==> config.mk <==
export PLATFORM = sky130hd
export DESIGN_NAME = hex_integer_formatter_unit_flat
export DESIGN_NICKNAME = d
export VERILOG_FILES = /design/src/hif_pkg.sv /design/src/hif_channel_if.sv /design/src/hex_integer_formatter_unit.sv /design/src/hif_front.sv /design/src/hif_queue.sv /design/src/hif_back.sv /design/src/flat_wrapper.sv
export VERILOG_INCLUDE_DIRS = /design/src /design/src/src
export SDC_FILE = /design/constraint.sdc
export NUM_CORES = 1
export LEC_CHECK = 0
export BUFFER_PORTS_ARGS = -buffer_cell sky130_fd_sc_hd__buf_4
export CELL_PAD_IN_SITES_DETAIL_PLACEMENT = 1
export CELL_PAD_IN_SITES_GLOBAL_PLACEMENT = 2
export CORE_ASPECT_RATIO = 0.7
export CORE_MARGIN = 5
export CORE_UTILIZATION = 40
export CTS_CLUSTER_DIAMETER = 40
export DETAILED_ROUTE_END_ITERATION = 10
export MAX_ROUTING_LAYER = met4
export PLACE_DENSITY_LB_ADDON = 0.1
export SLEW_MARGIN = 20
export SYNTH_ARGS = -nofsm -noshare
export SYNTH_HDL_FRONTEND = slang
export SYNTH_HIERARCHICAL = 1
export SYNTH_SLANG_ARGS = --single-unit
==> constraint.sdc <==
create_clock -name clock -period 11.8 [get_ports clock]
set_input_delay 0 -clock clock [delete_from_list [all_inputs] [get_ports clock]]
set_output_delay 0 -clock clock [all_outputs]
set_load 0.05 [all_outputs]
==> src/hex_integer_formatter_unit_assert.svh <==
// ----------------------------------------------------------------------------
// hex integer formatter assertion macros
// shared concurrent assertion forms, clocked on clock and disabled in reset
// ----------------------------------------------------------------------------
`ifndef HEX_INTEGER_FORMATTER_UNIT_ASSERT_SVH
`define HEX_INTEGER_FORMATTER_UNIT_ASSERT_SVH

// same-cycle implication
`define HIF_ASSERT_IMP(lbl, ante, cons, msg) \
   lbl: assert property (@(posedge clock) disable iff (reset) (ante) |-> (cons)) \
      else $error(msg);

// next-cycle implication
`define HIF_ASSERT_NXT(lbl, ante, cons, msg) \
   lbl: assert property (@(posedge clock) disable iff (reset) (ante) |=> (cons)) \
      else $error(msg);

`endif

==> src/hif_pkg.sv <==
// ----------------------------------------------------------------------------
// hif_pkg
// types, character codes and helpers shared by the hex formatter blocks
// ----------------------------------------------------------------------------
package hif_pkg;

   // ascii codes
   localparam logic [7:0] CH_SPACE   = 8'h20;
   localparam logic [7:0] CH_ZERO    = 8'h30;
   localparam logic [7:0] CH_LOWER_A = 8'h61;
   localparam logic [7:0] CH_UPPER_A = 8'h41;
   localparam logic [7:0] CH_LOWER_X = 8'h78;
   localparam logic [7:0] CH_UPPER_X = 8'h58;

   // most characters one value may produce
   localparam logic [6:0] OUT_LIMIT = 7'd64;

   // job queue between front and back
   localparam int Q_DEPTH = 2;

   // one formatting job: segment counts in print order
   typedef struct packed {
      logic [31:0] value;
      logic        upper;
      logic        lead_space;
      logic [5:0]  sp_cnt;
      logic [1:0]  pfx_cnt;
      logic [5:0]  zp_cnt;
      logic [5:0]  pz_cnt;
      logic [3:0]  dig_cnt;
      logic [5:0]  tr_cnt;
      logic [6:0]  total;
   } hif_desc_type;

   typedef enum logic {
      BK_IDLE,
      BK_EMIT
   } bk_state_type;

   // one hex nibble as an ascii digit
   function automatic logic [7:0] hex_char(input logic [3:0] nib, input logic upper);
      logic [7:0] base;
      begin
         base = upper ? CH_UPPER_A : CH_LOWER_A;
         if (nib >= 4'd10) begin
            hex_char = base + {4'd0, nib} - 8'd10;
         end else begin
            hex_char = CH_ZERO + {4'd0, nib};
         end
      end
   endfunction

endpackage

==> src/hif_channel_if.sv <==
// ----------------------------------------------------------------------------
// hif channel interfaces
// valid/ready channels for request beats and character beats
// ----------------------------------------------------------------------------
interface hif_req_if;
   logic        valid;
   logic        ready;
   logic [31:0] value;
   logic        upper_case;
   logic        alternate_form;
   logic        zero_pad;
   logic        left_justify;
   logic        space_flag;
   logic [5:0]  field_width;
   logic        precision_given;
   logic [5:0]  min_digits;

   modport source (
      output valid, value, upper_case, alternate_form, zero_pad, left_justify,
             space_flag, field_width, precision_given, min_digits,
      input  ready
   );
   modport sink (
      input  valid, value, upper_case, alternate_form, zero_pad, left_justify,
             space_flag, field_width, precision_given, min_digits,
      output ready
   );
endinterface

interface hif_rsp_if;
   logic       valid;
   logic       ready;
   logic [7:0] character;
   logic       last;

   modport source (output valid, character, last, input ready);
   modport sink (input valid, character, last, output ready);
endinterface

==> src/hex_integer_formatter_unit.sv <==
// a request beat is written to the job queue, loaded into the sequencer, then registered as the first character beat
// a value of N characters then streams at one beat per cycle while the sink is ready
// N is at most 64; the sequencer's one-character-per-cycle output sets the rate
// a 2-entry job queue takes new requests while the sequencer is busy
// synchronous active-high reset empties the queue, sequencer and output register
// ----------------------------------------------------------------------------
// hex_integer_formatter_unit
// printf-style hexadecimal formatter, one ascii character per output beat
// ----------------------------------------------------------------------------
module hex_integer_formatter_unit #(
   parameter int MAX_WIDTH     = 63,
   parameter int MAX_PRECISION = 60
) (
   input  logic       clock,
   input  logic       reset,
   hif_req_if.sink    req_chan,
   hif_rsp_if.source  rsp_chan
);
   import hif_pkg::*;

   logic         q_full;
   logic         q_push;
   hif_desc_type push_desc;
   logic         q_pop;
   logic         q_valid;
   hif_desc_type pop_desc;

   // classify request beats
   hif_front #(
      .MAX_WIDTH     (MAX_WIDTH),
      .MAX_PRECISION (MAX_PRECISION)
   ) u_front (
      .req_chan (req_chan),
      .q_full   (q_full),
      .q_push   (q_push),
      .q_desc   (push_desc)
   );

   // job queue
   hif_queue u_queue (
      .clock     (clock),
      .reset     (reset),
      .push      (q_push),
      .push_desc (push_desc),
      .full      (q_full),
      .pop       (q_pop),
      .pop_valid (q_valid),
      .pop_desc  (pop_desc)
   );

   // character sequencer
   hif_back u_back (
      .clock    (clock),
      .reset    (reset),
      .q_valid  (q_valid),
      .q_desc   (pop_desc),
      .q_pop    (q_pop),
      .rsp_chan (rsp_chan)
   );

endmodule

==> src/hif_front.sv <==
// ----------------------------------------------------------------------------
// hif_front
// accepts request beats and works out the segment lengths of the text
// ----------------------------------------------------------------------------
module hif_front #(
   parameter int MAX_WIDTH     = 63,
   parameter int MAX_PRECISION = 60
) (
   hif_req_if.sink              req_chan,
   input  logic                 q_full,
   output logic                 q_push,
   output hif_pkg::hif_desc_type q_desc
);
   import hif_pkg::*;

   logic [5:0] w_sat;
   logic [5:0] p_sat;
   logic [5:0] p_eff;
   logic [3:0] nd_raw;
   logic [3:0] nd;
   logic       v_nz;
   logic       empty;
   logic       prefix;
   logic [5:0] pz;
   logic [6:0] len;
   logic [5:0] pad;
   logic       lsp;
   logic [5:0] sp;
   logic [5:0] zp;
   logic [5:0] tr;
   logic [7:0] total;

   assign req_chan.ready = !q_full;

   // bound width and precision
   always_comb begin
      w_sat = ({2'b00, req_chan.field_width} > 8'(MAX_WIDTH)) ? 6'(MAX_WIDTH)
                                                            : req_chan.field_width;
      p_sat = ({2'b00, req_chan.min_digits} > 8'(MAX_PRECISION)) ? 6'(MAX_PRECISION)
                                                               : req_chan.min_digits;
      p_eff = req_chan.precision_given ? p_sat : 6'd0;
   end

   // significant digit count from the highest nonzero nibble
   always_comb begin
      nd_raw = 4'd1;
      for (int i = 1; i < 8; i++) begin
         if (req_chan.value[i*4 +: 4] != 4'd0) begin
            nd_raw = 4'(i + 1);
         end
      end
   end

   // segment lengths
   always_comb begin
      v_nz   = (req_chan.value != 32'd0);
      empty  = req_chan.precision_given && (p_eff == 6'd0) && !v_nz;
      nd     = empty ? 4'd0 : nd_raw;
      prefix = req_chan.alternate_form && v_nz;
      pz     = (p_eff > {2'b00, nd}) ? (p_eff - {2'b00, nd}) : 6'd0;
      len    = {3'b000, nd} + {1'b0, pz} + (prefix ? 7'd2 : 7'd0);
      pad    = ({1'b0, w_sat} > len) ? 6'({1'b0, w_sat} - len) : 6'd0;
      lsp    = req_chan.space_flag && v_nz;
      if (req_chan.left_justify) begin
         sp = 6'd0;
         zp = 6'd0;
         tr = pad;
      end else begin
         sp = req_chan.zero_pad ? 6'd0 : pad;
         zp = (req_chan.zero_pad && !empty) ? pad : 6'd0;
         tr = 6'd0;
      end
      total = {7'd0, lsp} + {2'b00, sp} + {2'b00, zp} + {2'b00, tr} + {1'b0, len};
   end

   // job descriptor, empty text is dropped here
   always_comb begin
      q_desc.value      = req_chan.value;
      q_desc.upper      = req_chan.upper_case;
      q_desc.lead_space = lsp;
      q_desc.sp_cnt     = sp;
      q_desc.pfx_cnt    = prefix ? 2'd2 : 2'd0;
      q_desc.zp_cnt     = zp;
      q_desc.pz_cnt     = pz;
      q_desc.dig_cnt    = nd;
      q_desc.tr_cnt     = tr;
      q_desc.total      = (total > {1'b0, OUT_LIMIT}) ? OUT_LIMIT : total[6:0];
      q_push            = req_chan.valid && !q_full && (total != 8'd0);
   end

endmodule

==> src/hif_queue.sv <==
// ----------------------------------------------------------------------------
// hif_queue
// short job queue between the front classifier and the character sequencer
// ----------------------------------------------------------------------------
module hif_queue (
   input  logic                  clock,
   input  logic                  reset,
   input  logic                  push,
   input  hif_pkg::hif_desc_type push_desc,
   output logic                  full,
   input  logic                  pop,
   output logic                  pop_valid,
   output hif_pkg::hif_desc_type pop_desc
);
   import hif_pkg::*;

   localparam int PTR_W = (Q_DEPTH > 1) ? $clog2(Q_DEPTH) : 1;
   localparam int CNT_W = $clog2(Q_DEPTH + 1);

   hif_desc_type     q_ff [Q_DEPTH];
   logic [PTR_W-1:0] wr_ptr_ff, wr_ptr_in;
   logic [PTR_W-1:0] rd_ptr_ff, rd_ptr_in;
   logic [CNT_W-1:0] count_ff, count_in;

   assign full      = (count_ff == CNT_W'(Q_DEPTH));
   assign pop_valid = (count_ff != '0);
   assign pop_desc  = q_ff[rd_ptr_ff];

   // pointer and fill count update
   always_comb begin
      wr_ptr_in = wr_ptr_ff;
      rd_ptr_in = rd_ptr_ff;
      count_in  = count_ff;
      if (push) begin
         wr_ptr_in = (wr_ptr_ff == PTR_W'(Q_DEPTH - 1)) ? '0 : wr_ptr_ff + 1'b1;
      end
      if (pop) begin
         rd_ptr_in = (rd_ptr_ff == PTR_W'(Q_DEPTH - 1)) ? '0 : rd_ptr_ff + 1'b1;
      end
      if (push && !pop) begin
         count_in = count_ff + 1'b1;
      end else if (pop && !push) begin
         count_in = count_ff - 1'b1;
      end
   end

   always_ff @(posedge clock) begin
      if (reset) begin
         wr_ptr_ff <= '0;
         rd_ptr_ff <= '0;
         count_ff  <= '0;
      end else begin
         wr_ptr_ff <= wr_ptr_in;
         rd_ptr_ff <= rd_ptr_in;
         count_ff  <= count_in;
      end
   end

   // entry storage
   always_ff @(posedge clock) begin
      if (push) begin
         q_ff[wr_ptr_ff] <= push_desc;
      end
   end

   `include "hex_integer_formatter_unit_assert.svh"

   `HIF_ASSERT_IMP(a_no_push_when_full, push, !full, "job pushed into a full queue")
   `HIF_ASSERT_IMP(a_no_pop_when_empty, pop, pop_valid, "job popped from an empty queue")

endmodule

==> src/hif_back.sv <==
// ----------------------------------------------------------------------------
// hif_back
// walks the segments of one job and sends one character beat per cycle while the sink is ready
// ----------------------------------------------------------------------------
module hif_back (
   input  logic                  clock,
   input  logic                  reset,
   input  logic                  q_valid,
   input  hif_pkg::hif_desc_type q_desc,
   output logic                  q_pop,
   hif_rsp_if.source             rsp_chan
);
   import hif_pkg::*;

   bk_state_type state_ff, state_in;
   hif_desc_type cur_ff, cur_in;
   logic [6:0]   rem_ff, rem_in;
   logic         out_valid_ff, out_valid_in;
   logic [7:0]   out_char_ff;
   logic         out_last_ff;
   logic         step;
   logic         gen;
   logic [7:0]   ch;
   logic [2:0]   dig_idx;
   logic [3:0]   nib;

   assign rsp_chan.valid     = out_valid_ff;
   assign rsp_chan.character = out_char_ff;
   assign rsp_chan.last      = out_last_ff;

   // current digit, most significant first
   always_comb begin
      dig_idx = 3'(cur_ff.dig_cnt - 4'd1);
      nib     = cur_ff.value[{dig_idx, 2'b00} +: 4];
   end

   // sequencer: load a job, then emit segments in print order
   always_comb begin
      state_in     = state_ff;
      cur_in       = cur_ff;
      rem_in       = rem_ff;
      q_pop        = 1'b0;
      gen          = 1'b0;
      ch           = CH_SPACE;
      step         = !out_valid_ff || rsp_chan.ready;
      out_valid_in = step ? 1'b0 : out_valid_ff;
      case (state_ff)
         BK_IDLE: begin
            if (q_valid) begin
               q_pop    = 1'b1;
               cur_in   = q_desc;
               rem_in   = q_desc.total;
               state_in = BK_EMIT;
            end
         end
         BK_EMIT: begin
            if (step) begin
               gen          = 1'b1;
               out_valid_in = 1'b1;
               rem_in       = rem_ff - 7'd1;
               if (rem_ff == 7'd1) begin
                  state_in = BK_IDLE;
               end
               if (cur_ff.lead_space) begin
                  ch                = CH_SPACE;
                  cur_in.lead_space = 1'b0;
               end else if (cur_ff.sp_cnt != 6'd0) begin
                  ch            = CH_SPACE;
                  cur_in.sp_cnt = cur_ff.sp_cnt - 6'd1;
               end else if (cur_ff.pfx_cnt == 2'd2) begin
                  ch             = CH_ZERO;
                  cur_in.pfx_cnt = 2'd1;
               end else if (cur_ff.pfx_cnt == 2'd1) begin
                  ch             = cur_ff.upper ? CH_UPPER_X : CH_LOWER_X;
                  cur_in.pfx_cnt = 2'd0;
               end else if (cur_ff.zp_cnt != 6'd0) begin
                  ch            = CH_ZERO;
                  cur_in.zp_cnt = cur_ff.zp_cnt - 6'd1;
               end else if (cur_ff.pz_cnt != 6'd0) begin
                  ch            = CH_ZERO;
                  cur_in.pz_cnt = cur_ff.pz_cnt - 6'd1;
               end else if (cur_ff.dig_cnt != 4'd0) begin
                  ch             = hex_char(nib, cur_ff.upper);
                  cur_in.dig_cnt = cur_ff.dig_cnt - 4'd1;
               end else begin
                  ch            = CH_SPACE;
                  cur_in.tr_cnt = cur_ff.tr_cnt - 6'd1;
               end
            end
         end
         default: begin
            state_in = BK_IDLE;
         end
      endcase
   end

   always_ff @(posedge clock) begin
      if (reset) begin
         state_ff     <= BK_IDLE;
         rem_ff       <= 7'd0;
         out_valid_ff <= 1'b0;
      end else begin
         state_ff     <= state_in;
         rem_ff       <= rem_in;
         out_valid_ff <= out_valid_in;
      end
   end

   // job and output beat payload
   always_ff @(posedge clock) begin
      cur_ff <= cur_in;
      if (gen) begin
         out_char_ff <= ch;
         out_last_ff <= (rem_ff == 7'd1);
      end
   end

   `include "hex_integer_formatter_unit_assert.svh"

   `HIF_ASSERT_IMP(a_idle_no_rem, state_ff == BK_IDLE, rem_ff == 7'd0, "idle with work left")
   `HIF_ASSERT_NXT(a_last_on_final, gen && rem_ff == 7'd1, out_valid_ff && out_last_ff, "no last")
   `HIF_ASSERT_IMP(a_pop_only_idle, q_pop, state_ff == BK_IDLE && q_valid, "load while busy")

endmodule
==> src/flat_wrapper.sv <==
// flat-port wrapper written by rule: the top's interface ports become plain ports
module hex_integer_formatter_unit_flat import hif_pkg::*;
#(
   parameter int MAX_WIDTH     = 63,
   parameter int MAX_PRECISION = 60
)
  (clock, reset, req_chan_valid, req_chan_value, req_chan_upper_case, req_chan_alternate_form, req_chan_zero_pad, req_chan_left_justify, req_chan_space_flag, req_chan_field_width, req_chan_precision_given, req_chan_min_digits, req_chan_ready, rsp_chan_valid, rsp_chan_character, rsp_chan_last, rsp_chan_ready);
  hif_req_if req_chan_i ();
  hif_rsp_if rsp_chan_i ();
  input  logic clock;
  input  logic reset;
  input wire logic [$bits(req_chan_i.valid)-1:0] req_chan_valid;
  input wire logic [$bits(req_chan_i.value)-1:0] req_chan_value;
  input wire logic [$bits(req_chan_i.upper_case)-1:0] req_chan_upper_case;
  input wire logic [$bits(req_chan_i.alternate_form)-1:0] req_chan_alternate_form;
  input wire logic [$bits(req_chan_i.zero_pad)-1:0] req_chan_zero_pad;
  input wire logic [$bits(req_chan_i.left_justify)-1:0] req_chan_left_justify;
  input wire logic [$bits(req_chan_i.space_flag)-1:0] req_chan_space_flag;
  input wire logic [$bits(req_chan_i.field_width)-1:0] req_chan_field_width;
  input wire logic [$bits(req_chan_i.precision_given)-1:0] req_chan_precision_given;
  input wire logic [$bits(req_chan_i.min_digits)-1:0] req_chan_min_digits;
  output wire logic [$bits(req_chan_i.ready)-1:0] req_chan_ready;
  output wire logic [$bits(rsp_chan_i.valid)-1:0] rsp_chan_valid;
  output wire logic [$bits(rsp_chan_i.character)-1:0] rsp_chan_character;
  output wire logic [$bits(rsp_chan_i.last)-1:0] rsp_chan_last;
  input wire logic [$bits(rsp_chan_i.ready)-1:0] rsp_chan_ready;
  assign req_chan_i.valid = req_chan_valid;
  assign req_chan_i.value = req_chan_value;
  assign req_chan_i.upper_case = req_chan_upper_case;
  assign req_chan_i.alternate_form = req_chan_alternate_form;
  assign req_chan_i.zero_pad = req_chan_zero_pad;
  assign req_chan_i.left_justify = req_chan_left_justify;
  assign req_chan_i.space_flag = req_chan_space_flag;
  assign req_chan_i.field_width = req_chan_field_width;
  assign req_chan_i.precision_given = req_chan_precision_given;
  assign req_chan_i.min_digits = req_chan_min_digits;
  assign req_chan_ready = req_chan_i.ready;
  assign rsp_chan_valid = rsp_chan_i.valid;
  assign rsp_chan_character = rsp_chan_i.character;
  assign rsp_chan_last = rsp_chan_i.last;
  assign rsp_chan_i.ready = rsp_chan_ready;
  hex_integer_formatter_unit #(.MAX_WIDTH(MAX_WIDTH), .MAX_PRECISION(MAX_PRECISION)) u_core (.clock(clock), .reset(reset), .req_chan(req_chan_i), .rsp_chan(rsp_chan_i));
endmodule
Word-level counts from Yosys, hierarchy flattened
Memory sizes are Yosys's and may differ from the RTL's. A register that Yosys moved wholly into a read port is not among the register bits. Index checks and enable logic that the tools add are counted.

Register bits after elaboration: 93. Memory bits (writable): 142. Input bits: 54. Output and inout bits: 11. Word-level logic and storage cells: 174. Memories: 1.

Add/subtract/negate cells: 21. Magnitude comparators: 5. Equal/unequal tests: 18. Shift-type cells: 1. Muxes and demuxes: 65. Bitwise logic cells: 2. Reductions and logical operators: 42.

Memories: u_core.u_queue.q_ff (words 2, width 71, rd ports 1, clocked after Yosys merged registers in 1, wr ports 1, RTL line hif_queue.sv:20) `hif_desc_type q_ff [Q_DEPTH];`.

Operators with widths (number): two-way mux 6 bit (15); one-hot mux 31 bit (2 select lines) (1); two-way mux 22 bit (2); two-way mux 8 bit (5); two-way mux 38 bit (1); two-way mux 4 bit (8); nonzero test 32 bit (1); nonzero test 4 bit (8); indexed part select 32 x 6 -> 4 bit (1); two-way mux 31 bit (1); two-way mux 30 bit (1); two-way mux 24 bit (1); subtractor 6 x 1 -> 6 bit, second input constant (4); two-way mux 7 bit (3); AND reduction 9 bit (2); nonzero test 6 bit (3); two-way mux 16 bit (1); two-way mux 1 bit (15); two-way mux 2 bit (7); != test 2 bit, second input constant (7); one-hot mux 7 bit (2 select lines) (1); != test 2 x 1 -> 1 bit, second input constant (6); two-way mux 10 bit (1); logical AND 1 bit (9); 40 further kinds (50).

Longest topological paths before layout
Gate-level depths: netlist (run 1).

Depth after elaboration: 27. Mapped depth: 39. Depth with buffers taken out: 39.

Modules after synthesis
The synthesis (run 1) kept the hierarchy.

Modules (own cells, without submodules): hif_queue (instances 1, cells an instance 243, area an instance 5357.6 sq um, seq. area each 4364.2 sq um); hif_back (instances 1, cells an instance 303, area an instance 3684.8 sq um, seq. area each 2162.1 sq um); hif_front (instances 1, cells an instance 269, area an instance 2109.5 sq um, seq. area each 0.0 sq um).

Least setup slack after synthesis (run 1)
Ideal clock, no wire load.

Path kind: input port to flip-flop. From: input req_chan_value[21]. To: memory u_core/u_queue/q_ff[0][0] in the netlist's numbering, enable pin. Library setup time: 509 ps. Arrival: 11481 ps. Required time: 11291 ps. Path slack: -190 ps. Cell stages on the path: 35. Path buffers: 0. Cell sequence: nor4_2 nand4_1 or4_4 o31a_1 a21boi_1 ha_1 fa_1 nor2b_1 o311a_1 nor2_1 or2_2 fa_1 inv_1 ha_1 fa_1 a21o_1 a21oi_1 xor2_1 ha_1 o21a_1 o22a_1 o21a_1 o2111ai_4 or3_1 fa_1 fa_1 inv_1 ha_1 fa_1 a211oi_1 o21bai_1 a21oi_1 xnor2_1 o311a_1 nor2b_1.

RTL lines: from (decl) (RTL line flat_wrapper.sv:13) `input wire logic [$bits(req_chan_i.value)-1:0] req_chan_value;`; to (decl) (RTL line hif_queue.sv:20).

==> results of run 1 <==
==> power by group through the flow <==
stage	Sequential, mW	Combinational [mW]	Clock [mW]
2_1_floorplan	1.23	0.896	0
3_3_place_gp	1.24	1.18	0
3_5_place_dp	1.25	1.22	0
4_1_cts	1.24	1.24	0.866
5_1_grt	1.26	1.34	0.904
6_report	1.24	1.22	0.843
==> layer usage <==
layer / vias to the layer above / part of all wire [%] / track usage, %
met5: - / 0 / -
met4: 0 / 1.8 / 3.75
met3: 38 / 3.1 / 2.45
met2: 89 / 43 / 24.6
met1: 3289 / 52 / 25.1
li1: 3060 / - / -
==> cell usage in the layout (no fill, tap or decap), drive strengths merged, types with 9 or more instances in the layout <==
cell type,instances
inv,59
dfxtp,14
mux2,69
nor3,20
nor2,37
nor3b,11
a211oi,9
o21ai,32
or3,12
nand2,47
xor2,10
dlygate4sd3,43
edfxtp,196
nor2b,12
a21oi,21
xnor2,23
clkinv,9
ha,38
buf,69
nor4,11
fa,17
clkbuf,31
==> registers in the layout, summed over array words and instances, names as in the netlist, named ones only <==
| signal | cells |
|---|---|
| u_core/u_queue/q_ff | 130 |
| u_core/u_back/cur_ff | 58 |
| u_core/u_back/rem_ff | 7 |
| u_core/u_back/rsp_chan.character | 7 |
| u_core/u_queue/count_ff | 2 |
| u_core/u_back/rsp_chan.last | 1 |
| u_core/u_back/state_ff | 1 |
| u_core/u_queue/rd_ptr_ff | 1 |
| u_core/u_queue/wr_ptr_ff | 1 |
==> worst max-delay path, delay by kind of cell <==
kind | cells | cell delay [ps]
compound gates | 13 | 2690
fa+ha+maj | 10 | 3780
buf+inv | 5 | 1070
simple gates | 8 | 3190
xor+xnor | 2 | 470
==> worst max-delay path by stage <==
stage                                       to          startpoint  slack [ps]
global placement    u_core/u_queue/q_ff[1][47]  req_chan_value[17]        1140
finish              u_core/u_queue/q_ff[1][49]  req_chan_value[17]         790
global route        u_core/u_queue/q_ff[1][47]  req_chan_value[17]         220
floorplan            u_core/u_queue/q_ff[0][0]  req_chan_value[21]          80
detailed placement  u_core/u_queue/q_ff[1][50]  req_chan_value[17]         860
CTS                 u_core/u_queue/q_ff[1][52]  req_chan_value[17]         840
==> stage by stage <==
stage / instances / hold slack [ps]
global placement: 1167 / 191
CTS: 1262 / 71.7
floorplan: 793 / 69.1
finish: 1262 / 97.7
global route: 1262 / 96.5
detailed placement: 1167 / 196
==> final cells by class <==
| type | count | share of cell area [%] |
|---|---|---|
| sequential | 210 | 48.6 |
| multi-input combinational | 471 | 30.9 |
| timing repair buffer | 112 | 7.77 |
| clock buffer | 31 | 5.61 |
| tap | 364 | 3.59 |
| clock inverter | 21 | 1.88 |
| inverter | 53 | 1.57 |
==> results_dict.tcl, run 1 <==
set metrics [dict create \
    tritoncts "done" \
    slowest_stage "nor4_2" \
    die_h_um 147 \
    fin_worst_skew_ps 17.8 \
    postCtsSetupBuffers 0 \
    status "completed" \
    core_mm2 0.0265 \
    fin_tns_setup_ps 0 \
    critPathLaunchType "primary input" \
    critPathMaxStageDelay_ps 770 \
    fin_ws_ps 789 \
    nNetsFinal 985 \
    clkTransAtPathRegs_ps 60 \
    area_delta_synth_final_pct 18.5 \
    gp_congestion 0.792 \
    holdPathEnd "u_core/u_queue/q_ff[1][17]" \
    postCtsHoldBufs 43 \
    finalMaxSlewViolations 0 \
    r2r_cells 8 \
    worstSetupEndpointType "flip-flop" \
    crit_path_max_fanout 27 \
    leakage_nw 4.69 \
    track_usage_pct 16.9 \
    grt_overflow 0 \
    rsz0062_at_grt "no" \
    p_switching_mw 1.17 \
    vias 6476 \
    cts_htree_levels 1 \
    cpMostUsedCell "fa_1" \
    final_cell_area_mm2 0.0127 \
    min_period_over_period_pct 93.3 \
    nFillCells 2700 \
    wl_um 24800 \
    drtIter0Drc 268 \
    vdd_ir_drop_max_v 0.000111 \
    place_ws_ps 864 \
    cts-root-buf "clkbuf_16" \
    dr.pass1.iters 4 \
    ant_nets 0 \
    required_ps 12040 \
    synth_area_mm2 0.0107 \
    placed_cell_area_mm2 0.0113 \
    die_area_mm2 0.0302 \
    max_freq_ghz 0.0908 \
    holdCritPathClass "primary input to flip-flop" \
    post_cts_resized 0 \
    rr_startpoint "u_core/u_back/state_ff" \
    num_rows 50 \
    utilization_pct 47.8 \
    finalCriticalPeriod_ps 11010 \
    tightest_slew_ps 937 \
    first_global_vias 6809 \
    antenna_found_initial 1 \
    die_w_um 206 \
    start_util_pct 40.4 \
    r2r_slack_ps 8040 \
    critPathKind "primary input to flip-flop" \
    grt_pass1_wl_um 38800 \
    via_per_inst 5.13 \
    comb_power_share_pct 37.1 \
    p_int_mw 2.13 \
    cp.arrival_ps 11250 \
    grt_max_degree 66 \
    numClockSinks 210 \
    wl_per_cell_um 19.6 \
    clkPwrFrac_pct 25.5 \
    p_total_mw 3.30 \
    synthCells 793 \
    yosysWarnings 6 \
    multi_input_area_mm2 0.00393 \
    hpwl_um 17600 \
    io_pins 65 \
    setup_violations 0 \
    cts_buffer_depth 3 \
    swShare_pct 35.3 \
    diodes 0 \
    synth_fp_nets 902 \
    drc 0 \
    syn_avg_cell_area_um2 13.5 \
    insertion_delay_ps 550 \
    port_buffers 63 \
    hold_depth 4 \
    relSlewSlack_pct 37.6 \
    seq_area_mm2 0.00617 \
    power_density_mw_per_mm2 260 \
    cts_made_buffers 28 \
    r2r-end "u_core/u_queue/count_ff[1]" \
    drive_above_1_share_pct 23.7 \
    drv_cap 0 \
    hp-start "req_chan_min_digits[0]" \
    hold_violations 0 \
    seq_power_share_pct 37.4 \
]
(Power assumes the default switching activity.)
==> run 2, diff against run 1 <==
--- a/config.mk
+++ b/config.mk
@@ -11,7 +11,7 @@
 export CELL_PAD_IN_SITES_GLOBAL_PLACEMENT = 2
 export CORE_ASPECT_RATIO = 0.7
 export CORE_MARGIN = 5
-export CORE_UTILIZATION = 40
+export CORE_UTILIZATION = 44
 export CTS_CLUSTER_DIAMETER = 40
 export DETAILED_ROUTE_END_ITERATION = 10
 export MAX_ROUTING_LAYER = met4
==> constraint.sdc (replaced) <==
create_clock -name clock -period 11 [get_ports clock]
set_input_delay 0 -clock clock [delete_from_list [all_inputs] [get_ports clock]]
set_output_delay 0 -clock clock [all_outputs]
set_load 0.05 [all_outputs]
==> results_dict.tcl, run 2 (synthesized netlist as in run 1, its figures left out) <==
set metrics [dict create \
    status "completed" \
    placed_cell_area_mm2 0.0112 \
    relSlewSlack_pct 36.9 \
    required_ps 11450 \
    drv_cap 0 \
    core_mm2 0.0238 \
    slowest_stage "or4_4" \
    first_global_vias 6965 \
    path_delay_family "adder cells" \
    fin_worst_skew_ps 19.1 \
    wl_per_cell_um 20.4 \
    r2r-end "u_core/u_queue/count_ff[1]" \
    final_cell_area_mm2 0.0127 \
    finalCriticalPeriod_ps 10490 \
    grt_pass1_wl_um 39500 \
    finalMaxSlewViolations 0 \
    via_per_inst 5.34 \
    critPathBufInv 4 \
    vias 6508 \
    drtIter0Drc 298 \
    hold_ws_ps 60.3 \
    critPathMaxStageDelay_ps 620 \
    max_freq_ghz 0.0953 \
    tightest_slew_ps 937 \
    reg_top3 "u_core/u_queue/q_ff x130, u_core/u_back/cur_ff x58" \
    fin_cells 1219 \
    hpwl_um 17700 \
    die_area_mm2 0.0276 \
    grt_overflow 0 \
    nNetsFinal 990 \
    start_util_pct 44.9 \
    mostFrequentLayoutCells "edfxtp_1 (196), buf_4 (74), mux2_2 (67), inv_1 (51), nand2_1 (47)" \
    die_h_um 140 \
    track_usage_pct 18.6 \
    crit_path_max_fanout 8 \
    holdPathEnd "u_core/u_queue/q_ff[0][21]" \
    leakage_nw 4.74 \
    cpMostUsedCell "fa_1" \
    numClockSinks 210 \
    setup_violations 0 \
    cts_htree_levels 1 \
    wl_um 24900 \
    r2r_cells 8 \
    antenna_found_initial 0 \
    r2r_slack_ps 7380 \
    worstSetupEndpointType "flip-flop" \
    area_delta_synth_final_pct 18.7 \
    port_buffers 63 \
    die_w_um 196 \
    hold_depth 3 \
    insertion_delay_ps 520 \
    cts_buffer_depth 3 \
    ant_nets 0 \
    layout_commonest_cell "edfxtp_1" \
    nFillCells 2336 \
    power_density_mw_per_mm2 280 \
    grt_max_degree 61 \
    io_pins 65 \
    drc 0 \
    hold_violations 0 \
    tritoncts "done" \
    fin_tns_setup_ps 0 \
    critPathKind "primary input to flip-flop" \
    hp-start "req_chan_min_digits[4]" \
    largest_reg_flops 130 \
    min_period_over_period_pct 95.4 \
    critPathLaunchType "primary input" \
    drive_above_1_share_pct 24.9 \
    dr.pass1.iters 5 \
    cts_made_buffers 26 \
    holdCritPathClass "primary input to flip-flop" \
    num_rows 47 \
    rr_startpoint "u_core/u_back/state_ff" \
    clkTransAtPathRegs_ps 60 \
    cp.arrival_ps 10940 \
    utilization_pct 53.3 \
    vdd_ir_drop_max_v 0.000172 \
    gp_congestion 0.851 \
    top_register "u_core/u_queue/q_ff" \
    diodes 0 \
    cts-root-buf "clkbuf_16" \
    dp.cells 1122 \
]
[run 2: stage by stage]
| step | total power, mW | setup slack [ps] |
|---|---|---|
| final | 3.56 | 508 |
| after global routing | 3.77 | -34.2 |
| after CTS | 3.57 | 350 |
| after detailed placement | 2.63 | 390 |
| after global placement | 2.58 | 798 |
| after floorplan | 2.28 | 518 |
[run 2: how the worst max path moves through the flow]
stage / end / startpoint / cells after the start
2_1_floorplan: u_core/u_queue/q_ff[0][0] / req_chan_value[21] / 35
3_3_place_gp: u_core/u_queue/count_ff[1] / req_chan_value[17] / 36
3_5_place_dp: u_core/u_queue/q_ff[0][69] / req_chan_value[17] / 35
4_1_cts: u_core/u_queue/q_ff[0][53] / req_chan_value[17] / 36
5_1_grt: u_core/u_queue/q_ff[0][0] / req_chan_value[22] / 38
6_report: u_core/u_queue/count_ff[1] / req_chan_value[17] / 39
[run 2: power breakdown]
| group | switching (mW) | internal [mW] |
|---|---|---|
| logic | 0.763 | 0.542 |
| clock network | 0.342 | 0.560 |
| registers | 0.144 | 1.21 |
[run 2: timing repair]
action | 4_1_cts | 5_1_grt
gates resized for setup | 0 | 11
hold buffers | 42 | 0
buffers inserted | 0 | 6
hold endpoints to repair | 96 | 0
endpoints found under the setup margin | 0 | 117
[run 2: area by class of cell]
class	count	area, µm²	share of cell area (%)
Multi-Input combinational cell	471	3970	31.2
Clock inverter	17	240	1.89
Tap cell	318	398	3.13
Timing Repair Buffer	119	1040	8.15
Sequential cell	210	6170	48.5
Inverter	53	199	1.57
Clock buffer	31	699	5.51
[run 2: worst min-delay path, stage by stage]
cell     delay, ps
buf_4          130
a21oi_1        130
nor2_1         120
[run 2: per-layer routing]
layer / track usage (%) / part of all wire [%] / routed length (µm)
met3: 2.26 / 3.4 / 843
met4: 3.67 / 1.4 / 354
met5: - / 0 / 0
met1: 28.3 / 52 / 13000
met2: 26.8 / 43 / 10700
